[src/hdl/dns_query_redirect_responder_defines.svh]
// Assertion macros for the DNS redirect responder
`ifndef DNS_QUERY_REDIRECT_RESPONDER_DEFINES_SVH
`define DNS_QUERY_REDIRECT_RESPONDER_DEFINES_SVH

// same-cycle implication under synchronous reset
`define DQR_ASSERT_NOW(label, ante, cons, msg) \
    label: assert property (@(posedge i_clk) disable iff (!i_rst_n) (ante) |-> (cons)) \
        else $error(msg);

// next-cycle implication under synchronous reset
`define DQR_ASSERT_NEXT(label, ante, cons, msg) \
    label: assert property (@(posedge i_clk) disable iff (!i_rst_n) (ante) |=> (cons)) \
        else $error(msg);

`endif

[src/hdl/dqr_pkg.sv]
// Shared constants, types and byte functions of the DNS redirect responder
package dqr_pkg;

    localparam int MAX_PACKET = 512;
    localparam int POS_W      = 10;
    localparam int CNT_W      = 11;

    localparam logic [POS_W-1:0] POS_MAX       = 10'd1023;
    localparam logic [POS_W-1:0] POS_LAST_HDR  = 10'd11;
    localparam logic [CNT_W-1:0] ANSWER_LEN    = 11'd17;
    localparam logic [CNT_W-1:0] MAX_PACKET_W  = CNT_W'(MAX_PACKET);
    localparam logic [2:0]       TAIL_START    = 3'd4;
    localparam logic [2:0]       TAIL_ABORTED  = 3'd7;
    localparam logic [3:0]       ANS_IDX_LAST  = 4'd15;

    localparam logic [31:0] ADDR_RESET = 32'hC0A8_0401;
    localparam logic [31:0] TTL_RESET  = 32'd60;

    // configuration register indexes
    localparam logic REG_ANSWER_ADDRESS = 1'b0;
    localparam logic REG_ANSWER_TTL     = 1'b1;

    typedef struct packed {
        logic       emit;
        logic [7:0] out_byte;
        logic       out_last;
        logic       out_abort;
        logic       answer;
    } t_parse_res;

    typedef struct packed {
        logic can_take;
        logic ans_active;
    } t_emit_status;

    // rewrite of the 12 header bytes: flags 0x8180, one answer, no others
    function automatic logic [7:0] header_byte(input logic [POS_W-1:0] pos,
                                               input logic [7:0] b);
        logic [7:0] r;
        case (pos)
            10'd2:   r = 8'h81;
            10'd3:   r = 8'h80;
            10'd6:   r = 8'h00;
            10'd7:   r = 8'h01;
            10'd8:   r = 8'h00;
            10'd9:   r = 8'h00;
            10'd10:  r = 8'h00;
            10'd11:  r = 8'h00;
            default: r = b;
        endcase
        return r;
    endfunction

    // answer record: name pointer, type A, class IN, TTL, length 4, address
    function automatic logic [7:0] answer_byte(input logic [3:0] idx,
                                               input logic [31:0] ttl,
                                               input logic [31:0] addr);
        logic [7:0] r;
        case (idx)
            4'd0:    r = 8'hC0;
            4'd1:    r = 8'h0C;
            4'd2:    r = 8'h00;
            4'd3:    r = 8'h01;
            4'd4:    r = 8'h00;
            4'd5:    r = 8'h01;
            4'd6:    r = ttl[31:24];
            4'd7:    r = ttl[23:16];
            4'd8:    r = ttl[15:8];
            4'd9:    r = ttl[7:0];
            4'd10:   r = 8'h00;
            4'd11:   r = 8'h04;
            4'd12:   r = addr[31:24];
            4'd13:   r = addr[23:16];
            4'd14:   r = addr[15:8];
            default: r = addr[7:0];
        endcase
        return r;
    endfunction

endpackage

[src/hdl/dqr_ifs.sv]
// Handshake interfaces for query, response and configuration channels

interface dqr_in_if;
    logic       valid;
    logic       ready;
    logic [7:0] in_byte;
    logic       in_last;
    modport source (output valid, in_byte, in_last, input ready);
    modport sink   (input valid, in_byte, in_last, output ready);
endinterface

interface dqr_out_if;
    logic       valid;
    logic       ready;
    logic [7:0] out_byte;
    logic       out_last;
    logic       out_abort;
    modport source (output valid, out_byte, out_last, out_abort, input ready);
    modport sink   (input valid, out_byte, out_last, out_abort, output ready);
endinterface

interface dqr_cfg_if;
    logic        valid;
    logic        ready;
    logic        index;
    logic [31:0] data;
    modport source (output valid, index, data, input ready);
    modport sink   (input valid, index, data, output ready);
endinterface

[src/hdl/dqr_parser.sv]
// Query walker: tracks header, name labels and type/class bytes per beat
module dqr_parser
    import dqr_pkg::*;
(
    input  logic       i_clk,
    input  logic       i_rst_n,
    input  logic       i_take,
    input  logic [7:0] i_byte,
    input  logic       i_last,
    output t_parse_res o_res
);

    typedef enum logic [1:0] {
        PH_HEADER = 2'd0,
        PH_NAME   = 2'd1,
        PH_TAIL   = 2'd2,
        PH_DONE   = 2'd3
    } t_phase;

    t_phase           r_phase, n_phase;
    logic [POS_W-1:0] r_pos, n_pos;
    logic [7:0]       r_skip, n_skip;
    logic [2:0]       r_tail, n_tail;

    logic       overflow;
    logic       restart;
    logic [2:0] tail_dec;

    assign overflow = ({1'b0, r_pos} + ANSWER_LEN) > MAX_PACKET_W;
    assign tail_dec = (r_tail != 3'd0) ? r_tail - 3'd1 : r_tail;

    always_comb begin
        n_phase = r_phase;
        n_pos   = r_pos;
        n_skip  = r_skip;
        n_tail  = r_tail;
        restart = 1'b0;
        o_res   = '0;
        if (i_take) begin
            n_pos = (r_pos == POS_MAX) ? r_pos : r_pos + 10'd1;
            case (r_phase)
                PH_HEADER: begin
                    if (i_last) begin
                        o_res.emit      = 1'b1;
                        o_res.out_last  = 1'b1;
                        o_res.out_abort = 1'b1;
                        restart         = 1'b1;
                    end else begin
                        o_res.emit     = 1'b1;
                        o_res.out_byte = header_byte(r_pos, i_byte);
                        if (r_pos >= POS_LAST_HDR) begin
                            n_phase = PH_NAME;
                        end
                    end
                end
                PH_DONE: begin
                    if (i_last) begin
                        o_res.answer = (r_tail != TAIL_ABORTED);
                        restart      = 1'b1;
                    end
                end
                default: begin
                    if (overflow) begin
                        o_res.emit      = 1'b1;
                        o_res.out_last  = 1'b1;
                        o_res.out_abort = 1'b1;
                        if (i_last) begin
                            restart = 1'b1;
                        end else begin
                            n_phase = PH_DONE;
                            n_tail  = TAIL_ABORTED;
                        end
                    end else begin
                        if (r_phase == PH_NAME) begin
                            if (r_skip != 8'd0) begin
                                n_skip = r_skip - 8'd1;
                            end else if (i_byte == 8'd0) begin
                                n_phase = PH_TAIL;
                                n_tail  = TAIL_START;
                            end else begin
                                n_skip = i_byte;
                            end
                        end else begin
                            n_tail = tail_dec;
                            if (tail_dec == 3'd0) begin
                                n_phase = PH_DONE;
                            end
                        end
                        o_res.emit = 1'b1;
                        if (i_last) begin
                            restart = 1'b1;
                            if (n_phase == PH_DONE) begin
                                o_res.out_byte = i_byte;
                                o_res.answer   = 1'b1;
                            end else begin
                                // question cut short: abort instead of the byte
                                o_res.out_last  = 1'b1;
                                o_res.out_abort = 1'b1;
                            end
                        end else begin
                            o_res.out_byte = i_byte;
                        end
                    end
                end
            endcase
            if (restart) begin
                n_phase = PH_HEADER;
                n_pos   = '0;
                n_skip  = '0;
                n_tail  = TAIL_START;
            end
        end
    end

    always_ff @(posedge i_clk) begin
        if (!i_rst_n) begin
            r_phase <= PH_HEADER;
            r_pos   <= '0;
            r_skip  <= '0;
            r_tail  <= TAIL_START;
        end else begin
            r_phase <= n_phase;
            r_pos   <= n_pos;
            r_skip  <= n_skip;
            r_tail  <= n_tail;
        end
    end

endmodule

[src/hdl/dqr_emitter.sv]
// Response output register and answer record sequencer
module dqr_emitter
    import dqr_pkg::*;
(
    input  logic         i_clk,
    input  logic         i_rst_n,
    input  logic         i_take,
    input  t_parse_res   i_res,
    input  logic [31:0]  i_addr,
    input  logic [31:0]  i_ttl,
    output t_emit_status o_status,
    dqr_out_if.source    o_out
);

    logic       r_valid, n_valid;
    logic [7:0] r_byte, n_byte;
    logic       r_last, n_last;
    logic       r_abort, n_abort;
    logic       r_ans_active, n_ans_active;
    logic [3:0] r_idx, n_idx;
    logic       slot_free;

    assign slot_free         = !r_valid || o_out.ready;
    assign o_status.can_take = slot_free && !r_ans_active;
    assign o_status.ans_active = r_ans_active;

    always_comb begin
        n_valid      = r_valid;
        n_byte       = r_byte;
        n_last       = r_last;
        n_abort      = r_abort;
        n_ans_active = r_ans_active;
        n_idx        = r_idx;
        if (r_valid && o_out.ready) begin
            n_valid = 1'b0;
        end
        if (i_take) begin
            if (i_res.emit) begin
                n_valid = 1'b1;
                n_byte  = i_res.out_byte;
                n_last  = i_res.out_last;
                n_abort = i_res.out_abort;
            end
            if (i_res.answer) begin
                n_ans_active = 1'b1;
                n_idx        = '0;
            end
        end else if (r_ans_active && slot_free) begin
            // advance one answer byte per free output slot
            n_valid = 1'b1;
            n_byte  = answer_byte(r_idx, i_ttl, i_addr);
            n_last  = (r_idx == ANS_IDX_LAST);
            n_abort = 1'b0;
            n_idx   = r_idx + 4'd1;
            if (r_idx == ANS_IDX_LAST) begin
                n_ans_active = 1'b0;
            end
        end
    end

    always_ff @(posedge i_clk) begin
        if (!i_rst_n) begin
            r_valid      <= 1'b0;
            r_ans_active <= 1'b0;
            r_idx        <= '0;
        end else begin
            r_valid      <= n_valid;
            r_ans_active <= n_ans_active;
            r_idx        <= n_idx;
        end
        r_byte  <= n_byte;
        r_last  <= n_last;
        r_abort <= n_abort;
    end

    assign o_out.valid     = r_valid;
    assign o_out.out_byte  = r_byte;
    assign o_out.out_last  = r_last;
    assign o_out.out_abort = r_abort;

endmodule

[src/hdl/dns_query_redirect_responder.sv]
// Top level of the DNS redirect responder: config registers, walker, emitter
//
// Takes a DNS query one byte per beat and returns a response that answers
// it with the configured IPv4 address and TTL. Header and question bytes
// go out the cycle after they are taken, so query bytes stream at one per
// cycle unless stalled. On a frame's last byte the 16-byte answer record
// follows from a sequencer behind the single output register: the input
// stalls meanwhile, also when the question ended before the last byte,
// then takes bytes again. A malformed or oversized query yields one abort
// beat with out_last and out_abort set; discard that frame's earlier
// output. Write configuration only while no response is in flight.
`include "dns_query_redirect_responder_defines.svh"

module dns_query_redirect_responder
    import dqr_pkg::*;
(
    input  logic      i_clk,
    input  logic      i_rst_n,
    dqr_in_if.sink    i_in,
    dqr_out_if.source o_out,
    dqr_cfg_if.sink   i_cfg
);

    logic [31:0]  r_addr;
    logic [31:0]  r_ttl;
    logic         take;
    t_parse_res   res;
    t_emit_status status;

    assign i_cfg.ready = 1'b1;

    always_ff @(posedge i_clk) begin
        if (!i_rst_n) begin
            r_addr <= ADDR_RESET;
            r_ttl  <= TTL_RESET;
        end else if (i_cfg.valid) begin
            case (i_cfg.index)
                REG_ANSWER_ADDRESS: r_addr <= i_cfg.data;
                REG_ANSWER_TTL:     r_ttl  <= i_cfg.data;
                default:            r_addr <= r_addr;
            endcase
        end
    end

    assign i_in.ready = status.can_take;
    assign take       = i_in.valid && status.can_take;

    dqr_parser u_parser (
        .i_clk   (i_clk),
        .i_rst_n (i_rst_n),
        .i_take  (take),
        .i_byte  (i_in.in_byte),
        .i_last  (i_in.in_last),
        .o_res   (res)
    );

    dqr_emitter u_emitter (
        .i_clk    (i_clk),
        .i_rst_n  (i_rst_n),
        .i_take   (take),
        .i_res    (res),
        .i_addr   (r_addr),
        .i_ttl    (r_ttl),
        .o_status (status),
        .o_out    (o_out)
    );

    `DQR_ASSERT_NOW(a_no_take_during_answer, take, !status.ans_active,
                    "byte taken during answer")
    `DQR_ASSERT_NEXT(a_answer_starts, take && res.answer, status.ans_active,
                     "answer did not start")
    `DQR_ASSERT_NOW(a_abort_is_last, o_out.valid && o_out.out_abort,
                    o_out.out_last && (o_out.out_byte == 8'd0), "malformed abort beat")
    `DQR_ASSERT_NOW(a_answer_no_abort, take && res.answer, !res.out_abort,
                    "answer with abort")

endmodule
[src/flat_wrapper.sv]
// flat-port wrapper written by rule: the top's interface ports become plain ports
module dns_query_redirect_responder_flat import dqr_pkg::*;
  (i_clk, i_rst_n, i_in_valid, i_in_in_byte, i_in_in_last, i_in_ready, o_out_valid, o_out_out_byte, o_out_out_last, o_out_out_abort, o_out_ready, i_cfg_valid, i_cfg_index, i_cfg_data, i_cfg_ready);
  dqr_in_if i_in_i ();
  dqr_out_if o_out_i ();
  dqr_cfg_if i_cfg_i ();
  input  logic i_clk;
  input  logic i_rst_n;
  input wire logic [$bits(i_in_i.valid)-1:0] i_in_valid;
  input wire logic [$bits(i_in_i.in_byte)-1:0] i_in_in_byte;
  input wire logic [$bits(i_in_i.in_last)-1:0] i_in_in_last;
  output wire logic [$bits(i_in_i.ready)-1:0] i_in_ready;
  output wire logic [$bits(o_out_i.valid)-1:0] o_out_valid;
  output wire logic [$bits(o_out_i.out_byte)-1:0] o_out_out_byte;
  output wire logic [$bits(o_out_i.out_last)-1:0] o_out_out_last;
  output wire logic [$bits(o_out_i.out_abort)-1:0] o_out_out_abort;
  input wire logic [$bits(o_out_i.ready)-1:0] o_out_ready;
  input wire logic [$bits(i_cfg_i.valid)-1:0] i_cfg_valid;
  input wire logic [$bits(i_cfg_i.index)-1:0] i_cfg_index;
  input wire logic [$bits(i_cfg_i.data)-1:0] i_cfg_data;
  output wire logic [$bits(i_cfg_i.ready)-1:0] i_cfg_ready;
  assign i_in_i.valid = i_in_valid;
  assign i_in_i.in_byte = i_in_in_byte;
  assign i_in_i.in_last = i_in_in_last;
  assign i_in_ready = i_in_i.ready;
  assign o_out_valid = o_out_i.valid;
  assign o_out_out_byte = o_out_i.out_byte;
  assign o_out_out_last = o_out_i.out_last;
  assign o_out_out_abort = o_out_i.out_abort;
  assign o_out_i.ready = o_out_ready;
  assign i_cfg_i.valid = i_cfg_valid;
  assign i_cfg_i.index = i_cfg_index;
  assign i_cfg_i.data = i_cfg_data;
  assign i_cfg_ready = i_cfg_i.ready;
  dns_query_redirect_responder u_core (.i_clk(i_clk), .i_rst_n(i_rst_n), .i_in(i_in_i), .o_out(o_out_i), .i_cfg(i_cfg_i));
endmodule
[config.mk]
export PLATFORM = sky130hd
export DESIGN_NAME = dns_query_redirect_responder_flat
export DESIGN_NICKNAME = d
export VERILOG_FILES = /design/src/hdl/dqr_pkg.sv /design/src/hdl/dqr_ifs.sv /design/src/hdl/dqr_parser.sv /design/src/hdl/dqr_emitter.sv /design/src/hdl/dns_query_redirect_responder.sv /design/src/flat_wrapper.sv
export VERILOG_INCLUDE_DIRS = /design/src /design/src/hdl
export SDC_FILE = /design/constraint.sdc
export NUM_CORES = 1
export LEC_CHECK = 0
export BUFFER_PORTS_ARGS = -buffer_cell sky130_fd_sc_hd__clkbuf_2
export CORE_ASPECT_RATIO = 1.25
export CORE_MARGIN = 4
export CORE_UTILIZATION = 30
export CTS_CLUSTER_DIAMETER = 100
export DETAILED_ROUTE_END_ITERATION = 10
export PLACE_DENSITY = 0.44
export SETUP_SLACK_MARGIN = 0.05
export SYNTH_ARGS = -nofsm -noshare
export SYNTH_HDL_FRONTEND = slang
export SYNTH_SLANG_ARGS = --single-unit
[constraint.sdc]
create_clock -name i_clk -period 5.47 [get_ports i_clk]
set_input_delay 0.547 -clock i_clk [delete_from_list [all_inputs] [get_ports i_clk]]
set_output_delay 0.547 -clock i_clk [all_outputs]
set_load 0.05 [all_outputs]
==> results of run 1 <==
## critical path: cells and delay by family (launching register included)
family / cells / cell delay [ns]
buf+inv: 1 / 0.09
flops: 1 / 0.42
compound gates: 4 / 1.82
fa+ha+maj: 1 / 0.49
## layout make-up
class | instances | area share, %
Clock inverter | 7 | 0.859
Clock buffer | 9 | 3.60
Multi-Input combinational cell | 523 | 49.8
Tap cell | 228 | 4.56
Timing Repair Buffer | 66 | 5.60
Sequential cell | 103 | 34.5
Inverter | 18 | 1.08
## metal layers
layer	GRT usage [%]	vias to the layer above	share of wire (%)
li1	-	2496	-
met1	20.6	2353	46
met2	26.9	90	48
met3	2.48	21	3.8
met4	5.58	0	2.1
met5	0	-	0
## per-stage QoR
stage | total power, µW | instance area, µm²
5_1_grt | 1830 | 6260
3_5_place_dp | 1130 | 5980
3_3_place_gp | 1130 | 5980
4_1_cts | 1770 | 6260
6_report | 1740 | 6260
2_1_floorplan | 1040 | 5560
## power by group through the flow
| stage | logic, µW | registers (µW) | clock network [µW] |
|---|---|---|---|
| finish | 280 | 834 | 627 |
| global route | 307 | 839 | 682 |
| CTS | 283 | 834 | 653 |
| detailed placement | 282 | 852 | 0 |
| global placement | 280 | 851 | 0 |
| floorplan | 146 | 890 | 0 |
## cell families after synthesis
group,Yosys count,synth area share (%)
mux,7,1.26
compound gates,184,24.2
other cells,1,0.0674
xor+xnor,8,1.26
flops,103,38.9
simple gates,306,25.3
buf+inv,72,5.22
fa+ha+maj,17,3.82
## flip-flops by register name, summed over array words and instances (netlist names)
register	flops
u_core.u_emitter.o_out.valid	1
u_core.r_addr	32
u_core.u_emitter.o_out.out_abort	1
u_core.u_parser.r_skip	8
u_core.u_emitter.r_ans_active	1
u_core.r_ttl	32
u_core.u_parser.r_tail	3
u_core.u_emitter.o_out.out_last	1
u_core.u_emitter.o_out.out_byte	8
u_core.u_emitter.r_idx	4
u_core.u_parser.r_pos	10
u_core.u_parser.r_phase	2
## worst min path at each step
stage / end / slack [ns] / cells past startpoint
6_report: u_core.r_addr[10]$_SDFFE_PN1P_ / 0.42 / 3
5_1_grt: u_core.r_ttl[2]$_SDFFE_PN1P_ / 0.42 / 3
4_1_cts: u_core.r_addr[30]$_SDFFE_PN1P_ / 0.41 / 3
3_5_place_dp: u_core.r_addr[10]$_SDFFE_PN1P_ / 0.46 / 2
3_3_place_gp: u_core.r_addr[22]$_SDFFE_PN0P_ / 0.45 / 2
2_1_floorplan: u_core.r_ttl[2]$_SDFFE_PN1P_ / 0.43 / 2
## synth_stat cells, types with 10 or more instances
cell / number / area [µm²]
a21oi_1: 22 / 110
nand3_1: 32 / 160
nor2b_1: 11 / 68.8
dfxtp_1: 93 / 1860
a21boi_0: 54 / 405
a31oi_1: 10 / 62.6
o21ai_0: 26 / 130
buf_2: 10 / 50.1
nor2_1: 33 / 124
nand2_1: 166 / 623
ha_1: 17 / 213
inv_1: 18 / 67.6
edfxtp_1: 10 / 300
nor3_1: 16 / 80.1
a22o_1: 11 / 96.3
clkbuf_1: 40 / 150
==> flow_summary.json, run 1 <==
{
  "status": "completed",
  "required_ns": 5.69,
  "endpoint_kind": "flip-flop",
  "cts_root_buf": "clkbuf_16",
  "min_from": "i_cfg_data[10]",
  "antenna_cells": 0,
  "fp-row-count": 55,
  "cts.path.max_buffers": 2,
  "crit_end": "u_core.u_emitter.o_out.out_byte[0]$_DFFE_PP_",
  "core_area_um2": 18200,
  "layout-drive-gt1-share_pct": 13.4,
  "clock.fmax_mhz": 338,
  "path_cells": "inv_1 -> ha_1 -> a2111oi_2 -> a222oi_1 -> a21oi_1 -> a211o_1",
  "report.final.slew_viol_count": 0,
  "fin_setup_tns_ns": 0,
  "grt_antenna_before_repair": 0,
  "die_h_um": 160,
  "ys_seq_elements": 103,
  "setup_viol": 0,
  "reg2reg_to": "u_core.u_emitter.o_out.out_byte[0]$_DFFE_PP_",
  "multi_input_area_um2": 3120,
  "hold_slack_ns": 0.418,
  "clkPwrFrac_pct": 36.0,
  "p_sw_share_pct": 30.6,
  "critical_path_class": "reg -> reg",
  "dieArea_um2": 20800,
  "grt_overflow": 0,
  "p_comb_share_pct": 16.1,
  "async_flop_share_pct": 0,
  "synthFlopType": "dfxtp_1",
  "grt_setup_unrepaired": "false",
  "place.gp.congestion": 0.824,
  "timing.final.ws_setup_ns": 2.51,
  "hold_class": "in -> reg",
  "clkSlewWorstSetupHoldPaths_ns": 0.08,
  "yosysUniqueCellTypes": 67,
  "grt_max_degree": 84,
  "regToRegSetupSlack_ns": 2.51,
  "post_drt_wl_per_cell_um": 17.1,
  "seq_area_um2": 2160,
  "hpwl_mm": 11.1,
  "vias_per_cell": 5.20,
  "cts_buffers": 9,
  "clock-sinks": 103,
  "yosysWarnings": 0,
  "synth_fp_nets": 762,
  "area_growth_pct": 12.6,
  "cpMaxStageDelayCell": "a2111oi_2",
  "hold_viol_final": 0,
  "r2r_cells": 6,
  "fin_cells": 954,
  "cts_setup_buffers": 0,
  "synthCells": 698,
  "fin_nets": 785,
  "power_density_nw_per_um2": 278,
  "route.detailed.drc": 0,
  "start_util_pct": 30.6,
  "insertion_delay_ns": 0.35,
  "cts_hold_buffers": 0,
  "drtPass1Iterations": 5,
  "die_x_um": 130,
  "post_cts_resized": 0,
  "p_leak_uw": 0.00233,
  "fin_skew_ns": 0.00821,
  "nFillCells": 1989,
  "drt_iter0_markers": 374,
  "cts_tree": "yes",
  "crit_fanout": 17,
  "layout_commonest_cell": "nand2_1",
  "final_util_pct": 34.5,
  "cp-startpoint": "u_core.u_emitter.r_idx[0]$_SDFFE_PN0P_",
  "grt_usage_pct": 16.0,
  "p_sw_uw": 532,
  "place_ws_ns": 2.55,
  "ant_nets": 0,
  "drv_cap": 0,
  "syn_area_um2": 5560,
  "final_cell_mix": "nand2_1 (166), dfxtp_1 (93), clkbuf_2 (58)",
  "synth-edff-count": 10,
  "grt_pass1_vias": 5040,
  "r2r_start": "u_core.u_emitter.r_idx[0]$_SDFFE_PN0P_",
  "worst-slew-pin-transition_ns": 1.09,
  "grt_pass1_wl_mm": 26.6,
  "irDropWorstVdd_v": 0.000184,
  "max-slew-margin-rel_pct": 27.0,
  "synth-seq-area-share_pct": 38.9,
  "io_pins": 60,
  "crit_path_max_incr_delay_ns": 1.07,
  "finalWirelength_mm": 16.3,
  "period_share_pct": 54.2,
  "pwr-share-seq_pct": 47.9,
  "dp.cells": 938,
  "postSynthAreaPerCell_um2": 7.97,
  "intPower_uw": 1210,
  "portBuffers": 58,
  "period_needed_ns": 2.96,
  "start_kind": "flip-flop",
  "crit_arrival_ns": 3.19,
  "num_vias": 4960,
  "htreeDepth": 3
}
(Power assumes the default switching activity.)
==> run 2, diff against run 1 <==
Settings changed: PLACE_DENSITY 0.44 to 0.46.
Clock period 5.47 ns to 2.44 ns, I/O delays scaled along.
==> flow_summary.json, run 2 (synthesis gave the netlist of run 1 again) <==
{
  "p_leak_uw": 0.00254,
  "io_pins": 60,
  "path_cells": "buf_4 -> a41oi_4 -> o21ai_1 -> nor4bb_2 -> o2111a_2 -> nor2_2 -> o31ai_4 -> a22o_1",
  "hold_slack_ns": 0.117,
  "period_needed_ns": 2.27,
  "endpoint_kind": "flip-flop",
  "p_sw_uw": 1240,
  "cts_tree": "yes",
  "multi_input_area_um2": 3220,
  "insertion_delay_ns": 0.36,
  "cts_root_buf": "clkbuf_16",
  "pwr-share-seq_pct": 46.4,
  "portBuffers": 58,
  "clkPwrFrac_pct": 36.7,
  "hold_viol_final": 0,
  "grt_usage_pct": 16.2,
  "report.final.slew_viol_count": 0,
  "fin_skew_ns": 0.0105,
  "holdPathStages": 3,
  "cts_hold_buffers": 0,
  "htreeDepth": 3,
  "status": "completed",
  "top_regs": "u_core.r_addr x32, u_core.r_ttl x32, u_core.u_parser.r_pos x10",
  "crit_fanout": 9,
  "grt_max_degree": 83,
  "fin_nets": 819,
  "drt_iter0_markers": 355,
  "layout-drive-gt1-share_pct": 20.3,
  "critical_path_class": "reg -> reg",
  "die_x_um": 130,
  "crit_buf_inv": 1,
  "crit_cells": 8,
  "place_ws_ns": 0.0224,
  "post_drt_wl_per_cell_um": 16.7,
  "ant_nets": 0,
  "nFillCells": 1919,
  "cts_buffers": 9,
  "layout_commonest_cell": "nand2_1",
  "place.gp.congestion": 0.863,
  "worst-slew-pin-transition_ns": 0.770,
  "max-slew-margin-rel_pct": 48.7,
  "clock-sinks": 103,
  "cts.path.max_buffers": 2,
  "p_comb_share_pct": 17.0,
  "path_delay_family": "compound AO/OA/AOI/OAI gates",
  "grt_pass1_wl_mm": 27.0,
  "drtPass1Iterations": 5,
  "finalWirelength_mm": 16.5,
  "fin_setup_tns_ns": 0,
  "intPower_uw": 2770,
  "grt_pass1_vias": 5156,
  "die_h_um": 160,
  "crit_arrival_ns": 2.50,
  "start_util_pct": 30.6,
  "crit_path_max_incr_delay_ns": 0.44,
  "power_density_nw_per_um2": 602,
  "clkSlewWorstSetupHoldPaths_ns": 0.08,
  "final_cell_mix": "nand2_1 (166), dfxtp_1 (84), clkbuf_2 (58)",
  "drv_cap": 0,
  "p_sw_share_pct": 31.0,
  "cpMaxStageDelayCell": "o31ai_4",
  "route.detailed.drc": 0,
  "fin_cells": 989,
  "clock.fmax_mhz": 441,
  "hold_class": "in -> reg",
  "dieArea_um2": 20800,
  "setup_viol": 0,
  "dp.cells": 970,
  "fp-row-count": 55,
  "period_share_pct": 93.0,
  "seq_area_um2": 2180,
  "hpwl_mm": 11.9,
  "vias_per_cell": 5.23,
  "start_kind": "flip-flop",
  "grt_overflow": 0,
  "irDropWorstVdd_v": 0.000313,
  "grt_setup_unrepaired": "false",
  "required_ns": 2.67,
  "core_area_um2": 18200,
  "r2r_cells": 8,
  "num_vias": 5169,
  "grt_antenna_before_repair": 0,
  "area_growth_pct": 20.0,
  "timing.final.ws_setup_ns": 0.171
}
run 2: tightest hold or removal path: stages:
cell and delay [ns]:
clkbuf_2 0.09, nand2_1 0.04, nand3_1 0.06
run 2: through the flow:
step	power [µW]	area, µm²	utilization [%]
floorplan	2320	5560	-
global placement	2580	6230	34.3
detailed placement	2590	6230	34.3
CTS	4080	6530	36.0
global route	4210	6670	36.7
finish	4020	6670	36.7
run 2: routing by layer:
| layer | track usage (%) | wire length [µm] | vias up |
|---|---|---|---|
| li1 | - | - | 2575 |
| met1 | 21.1 | 7530 | 2467 |
| met2 | 26.3 | 8010 | 106 |
| met3 | 2.81 | 576 | 21 |
| met4 | 6.71 | 356 | 0 |
| met5 | 0 | 0 | - |
run 2: final timing paths:
path	start	endpoint	slack [ns]
worst max register to register	u_core.u_parser.r_pos[1]$_SDFFE_PN0P_	u_core.u_emitter.o_out.out_byte[3]$_DFFE_PP_	0.17
worst min register to register	u_core.r_ttl[18]$_SDFFE_PN0P_	u_core.r_ttl[18]$_SDFFE_PN0P_	0.47
worst max-delay path	u_core.u_parser.r_pos[1]$_SDFFE_PN0P_	u_core.u_emitter.o_out.out_byte[3]$_DFFE_PP_	0.17
worst min-delay path	i_cfg_data[2]	u_core.r_ttl[2]$_SDFFE_PN1P_	0.12
run 2: cell type report:
cell class | instances | area share, %
Antenna cell | 1 | 0.0375
Clock buffer | 9 | 3.37
Clock inverter | 7 | 1.14
Inverter | 18 | 1.01
Multi-Input combinational cell | 523 | 48.3
Sequential cell | 103 | 32.6
Tap cell | 228 | 4.27
Timing Repair Buffer | 100 | 9.26
run 2: power groups by stage:
stage | Combinational [µW] | Sequential [µW] | Clock [µW]
floorplan | 328 | 2000 | 0
global placement | 677 | 1900 | 0
detailed placement | 684 | 1900 | 0
CTS | 686 | 1860 | 1530
global route | 749 | 1870 | 1590
finish | 682 | 1860 | 1470
run 2: repair_timing:
| action | 4_1_cts | 5_1_grt |
|---|---|---|
| pin swaps | 1 | 5 |
| setup buffers | 0 | 3 |
| endpoints found under the hold margin | 0 | 0 |
| gates resized for setup | 0 | 30 |
| setup endpoints to repair | 7 | 19 |
==> run 3, diff against run 2 <==
Settings changed: SYNTH_HIERARCHICAL from default to 1.
==> flow_summary.json, run 3 <==
{
  "place.gp.congestion": 0.809,
  "grt_overflow": 0,
  "met2_usage_pct": 27.3,
  "synth_fp_nets": 748,
  "ant_nets": 0,
  "hpwl_mm": 12.2,
  "clock-sinks": 103,
  "reg2reg_to": "u_core/u_emitter/r_idx[0]$_SDFFE_PN0P_",
  "hold_viol_final": 0,
  "setup_viol": 0,
  "cts_root_buf": "clkbuf_16",
  "crit_buf_inv": 1,
  "cpMostUsedCell": "ha_4",
  "fin_skew_ns": 0.00575,
  "endpoint_kind": "flip-flop",
  "period_share_pct": 95.7,
  "fin_nets": 816,
  "crit_cells": 13,
  "drt_iter0_markers": 297,
  "crit_fanout": 5,
  "max-slew-margin-rel_pct": 61.5,
  "clock.fmax_mhz": 428,
  "cts_tree": "yes",
  "cts_buffers": 9,
  "syn_area_um2": 5760,
  "start_util_pct": 30.6,
  "finalPower_uw": 3710,
  "period_needed_ns": 2.34,
  "finalWirelength_mm": 16.8,
  "place_ws_ns": -0.110,
  "route.detailed.drc": 0,
  "r2r_cells": 13,
  "die_h_um": 163,
  "htreeDepth": 3,
  "fp-row-count": 56,
  "regToRegSetupSlack_ns": 0.10,
  "layout_commonest_cell": "nand2_1",
  "nFillCells": 1923,
  "grt_pass1_wl_mm": 26.9,
  "critical_path_class": "reg -> reg",
  "grt_setup_unrepaired": "true",
  "drtPass1Iterations": 5,
  "cpMaxStageDelayCell": "or3b_1",
  "grt_antenna_before_repair": 0,
  "layout-drive-gt1-share_pct": 21.9,
  "antenna_cells": 0,
  "status": "completed",
  "drv_cap": 0,
  "r2r_start": "u_core/u_parser/r_tail[1]$_SDFFE_PN0P_",
  "worst-slew-pin-transition_ns": 0.577,
  "postSynthAreaPerCell_um2": 8.44,
  "num_vias": 5202,
  "final_cell_mix": "nand2_1 (123), dfxtp_1 (89), clkbuf_2 (57)",
  "synthCells": 682,
  "die_x_um": 132,
  "use_met1_pct": 19.0,
  "hold_class": "in -> reg",
  "busiest_layer": "met2",
  "dieArea_um2": 21500,
  "irDropWorstVdd_v": 0.000373,
  "gr-usage-met3_pct": 2.84,
  "start_kind": "flip-flop",
  "grt_pass1_vias": 5107,
  "vias_per_cell": 5.27,
  "timing.final.ws_setup_ns": 0.104,
  "clkSlewWorstSetupHoldPaths_ns": 0.07,
  "grt_usage_pct": 15.5,
  "power_density_nw_per_um2": 538,
  "report.final.slew_viol_count": 0,
  "grt_max_degree": 108,
  "cts_hold_buffers": 0,
  "portBuffers": 58,
  "top_regs": "u_core/r_addr x32, u_core/r_ttl x32, u_core/u_parser/r_pos x10",
  "io_pins": 60,
  "insertion_delay_ns": 0.35,
  "p_leak_uw": 0.00275,
  "crit_end": "u_core/u_emitter/r_idx[0]$_SDFFE_PN0P_",
  "core_area_um2": 18800,
  "cts.path.max_buffers": 2,
  "required_ns": 2.68,
  "post_drt_wl_per_cell_um": 17.0,
  "cp-startpoint": "u_core/u_parser/r_tail[1]$_SDFFE_PN0P_",
  "path_cells": "inv_2 -> ha_4 -> ha_4 -> nand2b_4 -> mux2i_1 -> nor3b_4 -> a31oi_2 -> or3b_1 -> a21oi_2 -> nand2_2 -> nand3_2 -> o21ai_1 -> and2_1",
  "area_growth_pct": 19.7,
  "path_delay_family": "simple AND/OR/NAND/NOR gates",
  "crit_path_max_incr_delay_ns": 0.40,
  "crit_arrival_ns": 2.58,
  "yosysWarnings": 6
}
## run 3: worst min-delay path by stage
stage,end,slack (ns),startpoint,cells past startpoint
after global placement,u_core/r_ttl[0]$_SDFFE_PN0P_,0.44,u_core/r_ttl[0]$_SDFFE_PN0P_,2
after floorplan,u_core/u_parser/r_tail[2]$_SDFFE_PN1P_,0.31,i_rst_n,1
final,u_core/r_ttl[21]$_SDFFE_PN0P_,0.14,i_cfg_data[21],3
after CTS,u_core/r_ttl[21]$_SDFFE_PN0P_,0.13,i_cfg_data[21],3
after global routing,u_core/r_addr[1]$_SDFFE_PN0P_,0.15,i_cfg_data[1],3
after detailed placement,u_core/r_ttl[0]$_SDFFE_PN0P_,0.45,u_core/r_ttl[0]$_SDFFE_PN0P_,2
## run 3: timing repair
| action | 4_1_cts | 5_1_grt |
|---|---|---|
| setup endpoints to repair | 12 | 14 |
| setup buffers | 1 | 5 |
| pin swaps | 4 | 8 |
| resized for setup | 8 | 19 |
## run 3: layer usage
| metal | up-vias | part of all wire (%) |
|---|---|---|
| met5 | - | 0 |
| met4 | 0 | 2.4 |
| met3 | 25 | 4.3 |
| met2 | 136 | 51 |
| met1 | 2466 | 43 |
| li1 | 2575 | - |
## run 3: report_power, final
group	total, µW	internal [µW]	switching (µW)
Clock	1430	793	639
Combinational	450	184	266
Sequential	1830	1780	44.9
Total	3710	2760	950
## run 3: metrics by stage
stage	hold WS [ns]	area (µm²)	utilization, %	instances	setup TNS [ns]
floorplan	0.306	5790	-	682	0
global placement	0.437	6440	34.2	965	-0.00283
detailed placement	0.446	6440	34.2	965	-0.237
CTS	0.128	6770	35.9	982	0
global route	0.152	6900	36.6	987	-0.0204
finish	0.139	6900	36.6	987	0
## run 3: final cells by class
type | instances | area [µm²] | share of cell area, %
inverter | 40 | 150 | 2.18
tap | 232 | 290 | 4.21
multi-input combinational | 489 | 3310 | 48.1
clock inverter | 6 | 60.1 | 0.871
timing repair buffer | 107 | 686 | 9.94
clock buffer | 10 | 229 | 3.32
sequential | 103 | 2170 | 31.4
## run 3: worst register-to-register path, stage by stage (launching register included)
cell	delay, ns
dfxtp_2	0.34
inv_2	0.05
ha_4	0.16
ha_4	0.16
nand2b_4	0.13
mux2i_1	0.14
nor3b_4	0.25
a31oi_2	0.06
or3b_1	0.40
a21oi_2	0.14
nand2_2	0.11
nand3_2	0.07
o21ai_1	0.07
and2_1	0.15
